<file path="src/hw/rtl/acpipm_pkg.sv">
// ----------------------------------------------------------------------------
// acpipm_pkg
// types and constants for the acpi pm1 event and control register block
// ----------------------------------------------------------------------------
package acpipm_pkg;

    typedef enum logic [1:0] {
        CMD_READ   = 2'd0,
        CMD_WRITE  = 2'd1,
        CMD_PWRBTN = 2'd2,
        CMD_WAKE   = 2'd3
    } cmd_t;

    typedef enum logic [2:0] {
        SEL_STATUS  = 3'd0,
        SEL_ENABLE  = 3'd1,
        SEL_CONTROL = 3'd2,
        SEL_SMI     = 3'd3,
        SEL_RESET   = 3'd4
    } sel_t;

    typedef enum logic [0:0] {
        CFG_ENABLE_CODE  = 1'b0,
        CFG_DISABLE_CODE = 1'b1
    } cfg_idx_t;

    localparam logic [15:0] STS_TMR    = 16'h0001;
    localparam logic [15:0] STS_BM     = 16'h0010;
    localparam logic [15:0] STS_GBL    = 16'h0020;
    localparam logic [15:0] STS_PWRBTN = 16'h0100;
    localparam logic [15:0] STS_SLPBTN = 16'h0200;
    localparam logic [15:0] STS_RTC    = 16'h0400;
    localparam logic [15:0] STS_WAK    = 16'h8000;

    localparam logic [15:0] CLEARABLE  = STS_WAK | STS_RTC | STS_SLPBTN | STS_PWRBTN | STS_BM;
    localparam logic [15:0] ENABLE_OK  = STS_RTC | STS_PWRBTN | STS_GBL;
    localparam logic [15:0] SCI_SRC    = STS_TMR | STS_GBL | STS_PWRBTN | STS_SLPBTN | STS_RTC;

    localparam logic [15:0] CTL_SCI_EN = 16'h0001;
    localparam logic [15:0] CTL_SLP_EN = 16'h2000;
    localparam logic [15:0] CTL_ZERO   = 16'hc003;
    localparam logic [2:0]  SLP_TYP_OFF     = 3'd5;
    localparam logic [2:0]  SLP_TYP_SUSPEND = 3'd3;

    localparam logic [2:0] SIZE_WORD = 3'd2;
    localparam logic [2:0] SIZE_BYTE = 3'd1;

    localparam int RST_FULL_BIT = 3;
    localparam int RST_SYS_BIT  = 2;

    localparam logic [7:0] ENABLE_CODE_RST  = 8'd160;
    localparam logic [7:0] DISABLE_CODE_RST = 8'd161;

    typedef struct packed {
        logic [15:0] read_data;
        logic        access_error;
        logic        sci_level;
        logic        poweroff_req;
        logic        suspend_req;
        logic        system_reset_req;
        logic        full_reset_req;
    } result_t;

endpackage

</file>
<file path="src/hw/rtl/acpi_pm1_event_control_regs_core.sv">
// ----------------------------------------------------------------------------
// acpi_pm1_event_control_regs_core
// acpi pm1 status, enable, control, smi command and reset control registers
// ----------------------------------------------------------------------------
// usage:
//   s_* is the request channel: each transaction is a register read, a
//   register write, a power button press or a wake event. m_* returns one
//   result per request: read data, access error, the sci line level after
//   the request, and one-transaction pulses for poweroff, suspend, system
//   reset and full reset.
//   cfg_* sets the smi enable and disable codes; write it only while idle.
// result path and throughput:
//   the register update and the result are formed in the accept cycle; the
//   result is registered and shown on m_*. one request per cycle is sustained
//   while s_ready is high; the only work per request is one masked register update.
// reset:
//   aresetn low clears all registers to zero, the smi codes to 160 and 161
//   and empties the result buffers.
// stalls:
//   a two-entry output buffer (result register plus skid register) lets a
//   request be accepted while a result waits; s_ready drops only when both
//   hold results.
// ----------------------------------------------------------------------------
module acpi_pm1_event_control_regs_core (
    input  logic        aclk,
    input  logic        aresetn,

    input  logic        s_valid,
    output logic        s_ready,
    input  logic [1:0]  s_cmd,
    input  logic [2:0]  s_reg_sel,
    input  logic [2:0]  s_access_bytes,
    input  logic [15:0] s_write_data,

    output logic        m_valid,
    input  logic        m_ready,
    output logic [15:0] m_read_data,
    output logic        m_access_error,
    output logic        m_sci_level,
    output logic        m_poweroff_req,
    output logic        m_suspend_req,
    output logic        m_system_reset_req,
    output logic        m_full_reset_req,

    input  logic        cfg_wr_en,
    input  logic [0:0]  cfg_index,
    input  logic [7:0]  cfg_wr_data
);

    logic [7:0]  enable_code_reg;
    logic [7:0]  disable_code_reg;
    logic [15:0] status_reg, status_next;
    logic [15:0] enable_reg, enable_next;
    logic [15:0] control_reg, control_next;
    logic [7:0]  reset_byte_reg, reset_byte_next;
    logic        sci_reg, sci_next;

    acpipm_pkg::result_t res_next;
    acpipm_pkg::result_t out_reg;
    acpipm_pkg::result_t skid_reg;
    logic                out_valid_reg;
    logic                skid_valid_reg;

    logic        accept;
    logic        refresh;
    logic [15:0] ctl_wr;
    logic [2:0]  slp_typ;
    logic [7:0]  data_byte;

    assign s_ready   = !skid_valid_reg;
    assign accept    = s_valid && s_ready;
    assign ctl_wr    = (control_reg & acpipm_pkg::CTL_SCI_EN)
                     | (s_write_data & ~(acpipm_pkg::CTL_SLP_EN | acpipm_pkg::CTL_ZERO));
    assign slp_typ   = ctl_wr[12:10];
    assign data_byte = s_write_data[7:0];

    // request decode and register update
    always_comb begin
        status_next     = status_reg;
        enable_next     = enable_reg;
        control_next    = control_reg;
        reset_byte_next = reset_byte_reg;
        refresh         = 1'b0;
        res_next        = '0;

        case (acpipm_pkg::cmd_t'(s_cmd))
            acpipm_pkg::CMD_PWRBTN: begin
                if ((status_reg & acpipm_pkg::STS_PWRBTN) == 16'h0) begin
                    status_next = status_reg | acpipm_pkg::STS_PWRBTN;
                    refresh     = 1'b1;
                end
            end
            acpipm_pkg::CMD_WAKE: begin
                status_next = status_reg | acpipm_pkg::STS_WAK;
            end
            default: begin
                case (s_reg_sel)
                    acpipm_pkg::SEL_STATUS, acpipm_pkg::SEL_ENABLE,
                    acpipm_pkg::SEL_CONTROL: begin
                        if (s_access_bytes != acpipm_pkg::SIZE_WORD) begin
                            res_next.access_error = 1'b1;
                        end else if (s_cmd == acpipm_pkg::CMD_READ) begin
                            case (s_reg_sel)
                                acpipm_pkg::SEL_STATUS: res_next.read_data = status_reg;
                                acpipm_pkg::SEL_ENABLE: res_next.read_data = enable_reg;
                                default:                res_next.read_data = control_reg;
                            endcase
                        end else begin
                            case (s_reg_sel)
                                acpipm_pkg::SEL_STATUS: begin
                                    status_next = status_reg
                                                & ~(s_write_data & acpipm_pkg::CLEARABLE);
                                    refresh     = 1'b1;
                                end
                                acpipm_pkg::SEL_ENABLE: begin
                                    enable_next = s_write_data & acpipm_pkg::ENABLE_OK;
                                    refresh     = 1'b1;
                                end
                                default: begin
                                    control_next = ctl_wr;
                                    if ((s_write_data & acpipm_pkg::CTL_SLP_EN) != 16'h0) begin
                                        res_next.poweroff_req =
                                            (slp_typ == acpipm_pkg::SLP_TYP_OFF);
                                        res_next.suspend_req =
                                            (slp_typ == acpipm_pkg::SLP_TYP_SUSPEND);
                                    end
                                end
                            endcase
                        end
                    end
                    acpipm_pkg::SEL_SMI: begin
                        if (s_cmd == acpipm_pkg::CMD_READ ||
                            s_access_bytes != acpipm_pkg::SIZE_BYTE) begin
                            res_next.access_error = 1'b1;
                        end else if (data_byte == enable_code_reg) begin
                            control_next = control_reg | acpipm_pkg::CTL_SCI_EN;
                        end else if (data_byte == disable_code_reg) begin
                            control_next = control_reg & ~acpipm_pkg::CTL_SCI_EN;
                        end
                    end
                    acpipm_pkg::SEL_RESET: begin
                        if (s_access_bytes != acpipm_pkg::SIZE_BYTE) begin
                            res_next.access_error = 1'b1;
                        end else if (s_cmd == acpipm_pkg::CMD_READ) begin
                            res_next.read_data = {8'h00, reset_byte_reg};
                        end else if (s_write_data[acpipm_pkg::RST_FULL_BIT]) begin
                            reset_byte_next         = 8'h00;
                            res_next.full_reset_req = 1'b1;
                        end else begin
                            reset_byte_next           = data_byte;
                            res_next.system_reset_req = s_write_data[acpipm_pkg::RST_SYS_BIT];
                        end
                    end
                    default: ;
                endcase
            end
        endcase

        // sci is recomputed from enabled status only while sci_en is set; else it holds
        sci_next = sci_reg;
        if (refresh && control_reg[0]) begin
            sci_next = |(status_next & enable_next & acpipm_pkg::SCI_SRC);
        end
        res_next.sci_level = sci_next;
    end

    // register file and configuration
    always_ff @(posedge aclk) begin
        if (!aresetn) begin
            status_reg       <= '0;
            enable_reg       <= '0;
            control_reg      <= '0;
            reset_byte_reg   <= '0;
            sci_reg          <= 1'b0;
            enable_code_reg  <= acpipm_pkg::ENABLE_CODE_RST;
            disable_code_reg <= acpipm_pkg::DISABLE_CODE_RST;
        end else begin
            if (accept) begin
                status_reg     <= status_next;
                enable_reg     <= enable_next;
                control_reg    <= control_next;
                reset_byte_reg <= reset_byte_next;
                sci_reg        <= sci_next;
            end
            if (cfg_wr_en) begin
                case (acpipm_pkg::cfg_idx_t'(cfg_index))
                    acpipm_pkg::CFG_ENABLE_CODE:  enable_code_reg  <= cfg_wr_data;
                    acpipm_pkg::CFG_DISABLE_CODE: disable_code_reg <= cfg_wr_data;
                    default: ;
                endcase
            end
        end
    end

    // result register with skid
    always_ff @(posedge aclk) begin
        if (!aresetn) begin
            out_valid_reg  <= 1'b0;
            skid_valid_reg <= 1'b0;
        end else begin
            if (!out_valid_reg || m_ready) begin
                if (skid_valid_reg) begin
                    out_valid_reg  <= 1'b1;
                    skid_valid_reg <= 1'b0;
                end else begin
                    out_valid_reg <= accept;
                end
            end else if (accept) begin
                skid_valid_reg <= 1'b1;
            end
        end
    end

    always_ff @(posedge aclk) begin
        if (!out_valid_reg || m_ready) begin
            if (skid_valid_reg) begin
                out_reg <= skid_reg;
            end else if (accept) begin
                out_reg <= res_next;
            end
        end else if (accept) begin
            skid_reg <= res_next;
        end
    end

    assign m_valid            = out_valid_reg;
    assign m_read_data        = out_reg.read_data;
    assign m_access_error     = out_reg.access_error;
    assign m_sci_level        = out_reg.sci_level;
    assign m_poweroff_req     = out_reg.poweroff_req;
    assign m_suspend_req      = out_reg.suspend_req;
    assign m_system_reset_req = out_reg.system_reset_req;
    assign m_full_reset_req   = out_reg.full_reset_req;

endmodule
</file>
<file path="config.mk">
export PLATFORM = sky130hd
export DESIGN_NAME = acpi_pm1_event_control_regs_core
export DESIGN_NICKNAME = d
export VERILOG_FILES = /design/src/hw/rtl/acpipm_pkg.sv /design/src/hw/rtl/acpi_pm1_event_control_regs_core.sv
export SDC_FILE = /design/constraint.sdc
export NUM_CORES = 1
export LEC_CHECK = 0
export CORE_MARGIN = 2
export CORE_UTILIZATION = 65
export CTS_CLUSTER_SIZE = 25
export DETAILED_ROUTE_END_ITERATION = 16
export DONT_BUFFER_PORTS = 1
export PLACE_DENSITY = 0.92
export SLEW_MARGIN = 10
export SYNTH_ARGS = -nofsm -noshare
export SYNTH_HDL_FRONTEND = slang
export SYNTH_SLANG_ARGS = --single-unit
</file>
<file path="constraint.sdc">
create_clock -name aclk -period 5.9 [get_ports aclk]
set_input_delay 0.59 -clock aclk [delete_from_list [all_inputs] [get_ports aclk]]
set_output_delay 0.59 -clock aclk [all_outputs]
set_load 0.005 [all_outputs]
</file>
-- Word-level counts from Yosys, hierarchy flattened
Cells that the tools add are included.
- bits in registers: 119
- input port bits: 38
- output and inout bits: 24
- logic and storage cells: 128
- equality and inequality tests: 17
- multiplexer cells: 51
- bitwise operators: 13
- reduce and logical (&&, ||, !) cells: 23
- operator list (operator ; count):
    16-bit two-way mux ; 16
    16-bit one-hot mux with 2 select lines ; 4
    22-bit two-way mux ; 2
    8-bit two-way mux ; 3
    17-bit two-way mux ; 1
    16-bit AND ; 1
    8-bit == test ; 2
    16-bit zero test ; 1
    2-bit two-way mux ; 8
    16-bit inverter ; 1
    1-bit two-way mux ; 13
    1-bit by 13-bit bitwise OR with 13-bit output ; 1
    11-bit AND ; 1
    3-bit by 2-bit == test with 1-bit output, second input constant ; 3
    9-bit two-way mux ; 1
    1-bit inverter ; 9
    2-bit != test, second input constant ; 4
    2-bit AND reduction ; 4
    8-bit AND reduction ; 1
    7-bit AND reduction ; 1
    3-bit == test, second input constant ; 2
    2-bit OR reduction ; 3
    5-bit AND reduction ; 1
    5-bit OR reduction ; 1
    15 further kinds ; 20

-- Logic depth before layout (Yosys ltp)
- depth in word-level cells: 12
- gate-level depth with buffers: 7
- gate-level depth less buffers: 5

-- Worst setup path before layout
Ideal clock, no wire load.
- kind: input to register
- from: input s_cmd[1]
- to: register out_reg, in the netlist m_sci_level, data pin
- library setup time: 0.269 ns
- data arrival time: 2.272 ns
- required time: 5.631 ns
- setup slack: 3.359 ns
- cell stages on the path: 6
- path buffers: 1
- cell sequence: clkbuf_1 or4b_1 nor3_1 mux2_2 a211oi_1 o31ai_1
- word-level cells in the longest chain between the ends: 10
- elaborated cells on any way between the ends: 22
- those cells by class: eq/ne: 2; mux: 15; bitwise: 1; reduce/logical: 4
- RTL lines (what ; line ; source):
    start, declared ; acpi_pm1_event_control_regs_core.sv:30 ; input logic [1:0] s_cmd,
    2-bit zero test ; acpi_pm1_event_control_regs_core.sv:102 ; end else if (s_cmd == acpipm_pkg::CMD_READ) begin
    16-bit two-way mux ; acpi_pm1_event_control_regs_core.sv:102 ;
    16-bit two-way mux ; acpi_pm1_event_control_regs_core.sv:100 ; if (s_access_bytes != acpipm_pkg::SIZE_WORD) begin
    16-bit two-way mux ; acpi_pm1_event_control_regs_core.sv:97 ; case (s_reg_sel)
    16-bit one-hot mux with 2 select lines / 16-bit two-way mux (equally long branches) ; acpi_pm1_event_control_regs_core.sv:86 ; case (acpipm_pkg::cmd_t'(s_cmd))
    11-bit AND ; acpi_pm1_event_control_regs_core.sv:162 ; sci_next = |(status_next & enable_next & acpipm_pkg::SCI_SRC);
    5-bit OR reduction ; acpi_pm1_event_control_regs_core.sv:162 ;
    1-bit two-way mux (*) ; acpi_pm1_event_control_regs_core.sv:161 ; if (refresh && control_reg[0]) begin
    22-bit two-way mux (*) ; acpi_pm1_event_control_regs_core.sv:218 ; end else if (accept) begin
    22-bit two-way mux (*) ; acpi_pm1_event_control_regs_core.sv:216 ; if (skid_valid_reg) begin
    end signal, assigned ; acpi_pm1_event_control_regs_core.sv:217 ; out_reg <= skid_reg;
    end signal, assigned ; acpi_pm1_event_control_regs_core.sv:219 ; out_reg <= res_next;
    end, declared ; acpi_pm1_event_control_regs_core.sv:59 ; acpipm_pkg::result_t out_reg;
Mark *: on every way between the ends. The rest lies on a longest branch, timed or not. The select of a mux whose other input is x is not followed.
A chain may end at the register's enable or synchronous reset.

==> metrics.md <==
| Metric | Value |
|---|---|
| CTS tree | done |
| Routed wl met2 | 3950 µm |
| Row count | 28 |
| Arrival time worst endpoint | 2600 ps |
| Share of cells above drive strength 1 | 0.120 |
| Slew HR | 0.212 |
| Placed cell count | 433 |
| DP Worst Slack | 3170 ps |
| Worst R2R End | reset_byte_reg[5] |
| Primary FF master, synth | dfxtp_1 |
| Cts repair resizes | 0 |
| Root Buffer | clkbuf_8 |
| Hold Crit Start | aresetn |
| GRT Overall Usage | 0.263 |
| Synth top area share | 0.318 |
| Grt total ovfl | 0 |
| Sequential cell area fraction in the yosys report | 0.561 |
| #FFs+latches synth | 90 |
| CTS Sinks | 90 |
| Vias in the first global route | about 2700 |
| Drt pass-1 iters | 5 |
| Multi-input gate area | 1630 µm² |
| Critical Path Slowest Stage Cell | or4_4 |
| Hold Fails Final Rpt | 0 |
| Crit path buffers/inverters | 0 |
| Power Density | 285 nW/µm² |
| Outcome | finished, final reports clean |
| Clk Latency, worst-skew pair | between 300 and 400 ps |
| FF-to-FF Start | skid_valid_reg |
| Cells after Synth | 380 |
| CTS Buf Count | 9 |
| Fmax | 421 MHz |
| Highest metal used | met4 |
| Core area | between 5000 and 6000 µm² |
| Worst Reg-to-Reg Cells | 5 |
| Leading area contributor after synthesis | edfxtp_1 |
| Hold buffer count at CTS | 0 |
| Max VDD drop | between 150 and 200 µV |
| IO Pins | 62 |
| Library cells used by synthesis | between 40 and 50 |
| P&R area growth vs syn | 5.56% |
| Antenna cells | 0 |
| Largest net degree at the start of global routing | 39 |
| Hold slack | just under 300 ps |
| 1st-iter DRT viols | approximately 350 |
| Maxcap violations | 0 |
| Die Height | 82.1 µm |
| H-tree depth | 3 |
| Commonest non-fill, non-tap cells in the layout | 56 x nand2_1, 48 x dfxtp_1, 42 x edfxtp_1 |
| Initial Util | 0.669 |
| Crit path required time | about 6000 ps |
| Max reg flops | 21 |
| IO buf count | 0 |
| M1 WL | 3410 µm |
| Worst-margin pin slew | 1180 ps |
| FF-to-FF setup slack | 3850 ps |
| Hold crit path type | in -> reg |
| Final GP Congestion | 0.882 |
| Syn Nets | 418 |
| WL per Instance | 18.2 µm |
| Crit Path Class | in -> reg |
| Final Net Count | 407 |
| Vias per std cell | a little over 6 |
| RSZ-0062 raised after global routing | false |
| EDFF count, synth | 42 |
| CP max FO | 9 |
| Initial antenna violation count | 0 |
| Hold path cells | 1 |
| Share of the clock period used by the worst path | 0.403 |
| Longest Clk Path Bufs | 2 |
| Design Power | between 1 and 1.5 mW |
| # setup viols final | 0 |
| Crit path time final | about 2400 ps |
| Ys async rst share | 0 |
| ANT nets after route | 0 |
| Detailed Route WL | 8190 µm |
| Drt drc | 0 |
| Die area | just under 7000 µm² |
| Post-CTS Setup Inserts | 0 |
| Hold worst-path end | disable_code_reg[7] |
| Most common cell after layout, fill and taps aside | nand2_1 |
| Final WS setup | 3530 ps |
| Wire length on met3 | between 700 and 800 µm |
| Vias | 2776 |
| Crit path from | s_access_bytes[0] |
| Synth Cell Area | 3960 µm² |
| Finished Layout Cells | 449 |
| Yosys warnings | 0 |
| Max incr delay on CP | 630 ps |
| CP cell instances | or3b_1, or4_4, nor4_4, a22o_2, mux2_2 |
| Die X-Extent | between 80 and 90 µm |
| Endpoint class of the critical path | flip-flop |
| Clk slew on worst S/H paths | approximately 90 ps |
| Post-DP HPWL | 5600 µm |
| Layout fillers | ~400 |
| Startpoint class of the critical path | input port |
| Worst path top cell family by delay | simple AND/OR/NAND/NOR gates |
| Max Slew Vio Count | 0 |
| Clock Skew | 8.42 ps |
| Setup_tns | 0 ps |
| Avg Inst Size Synth | 10.4 µm² |
| First-pass GRT wire length | 13200 µm |
| Leakage | 1.49 nW |
| Main area contributors after synthesis | edfxtp_1 32%, dfxtp_1 24%, mux2_2 5.4% |
| Seq. cell area | about 2200 µm² |
==> area by class of cell <==
type | instances | area share
timing repair buffer | 1 | 0.00179
clock inverter | 6 | 0.0215
clock buffer | 10 | 0.0305
multi-input combinational | 263 | 0.389
sequential | 90 | 0.531
inverter | 4 | 0.00359
tap | 75 | 0.0224
==> stage by stage <==
stage	area, µm²	util
after floorplan	3960	-
after global placement	3970	0.670
after detailed placement	3970	0.670
after CTS	4180	0.707
after global routing	4180	0.707
final	4180	0.707
==> synthesized netlist by cell type (2+ instances only) <==
| cell type | instances |
|---|---|
| a31oi_1 | 2 |
| o31ai_1 | 2 |
| nor3b_1 | 11 |
| buf_1 | 2 |
| nor2_1 | 27 |
| nor4_1 | 6 |
| nor3_1 | 5 |
| nand3_1 | 20 |
| a311oi_1 | 2 |
| o21a_1 | 2 |
| nand2_1 | 56 |
| nand3b_1 | 2 |
| clkbuf_1 | 18 |
| a22o_2 | 4 |
| o2bb2ai_1 | 2 |
| xor2_1 | 16 |
| and2_1 | 9 |
| o21ai_0 | 2 |
| edfxtp_1 | 42 |
| nand2b_1 | 4 |
| and3_1 | 3 |
| nor2b_1 | 4 |
| mux2_2 | 19 |
| a21oi_1 | 37 |
| inv_1 | 3 |
| mux2i_1 | 8 |
| a211oi_1 | 5 |
| dfxtp_1 | 48 |
==> layer usage <==
metal / up-vias / track usage
met5: - / 0
met4: 0 / 0.0850
met3: 17 / 0.0870
met2: 138 / 0.411
met1: 1296 / 0.346
li1: 1325 / -
==> power by group <==
part	switching (mW)	internal (mW)	total [mW]
Clock	0.215	0.240	0.455
Sequential	0.0102	0.672	0.682
Combinational	0.0343	0.0218	0.0562
==> how the worst max path moves through the flow <==
stage | endpoint | slack [ps] | depth (start not counted)
finish | m_read_data[7] | 3530 | 5
global route | m_read_data[7] | 3530 | 5
CTS | m_read_data[7] | 3540 | 5
detailed placement | m_read_data[7] | 3170 | 5
global placement | m_read_data[0] | 3220 | 5
floorplan | m_sci_level | 3360 | 6
==> cells by family (layout without fill, tap and decap cells) <==
logic type | Yosys count | in the layout | synth area share
and+or+nand+nor | 156 | 156 | 0.200
buffers and inverters | 27 | 21 | 0.0287
other | 1 | 1 | 0.000946
AOI/OAI and AO/OA | 62 | 62 | 0.0975
xor gates and xnor gates | 17 | 17 | 0.0376
muxes | 27 | 27 | 0.0742
DFF | 90 | 90 | 0.561
Note: power is estimated with default switching activity, not from simulation.
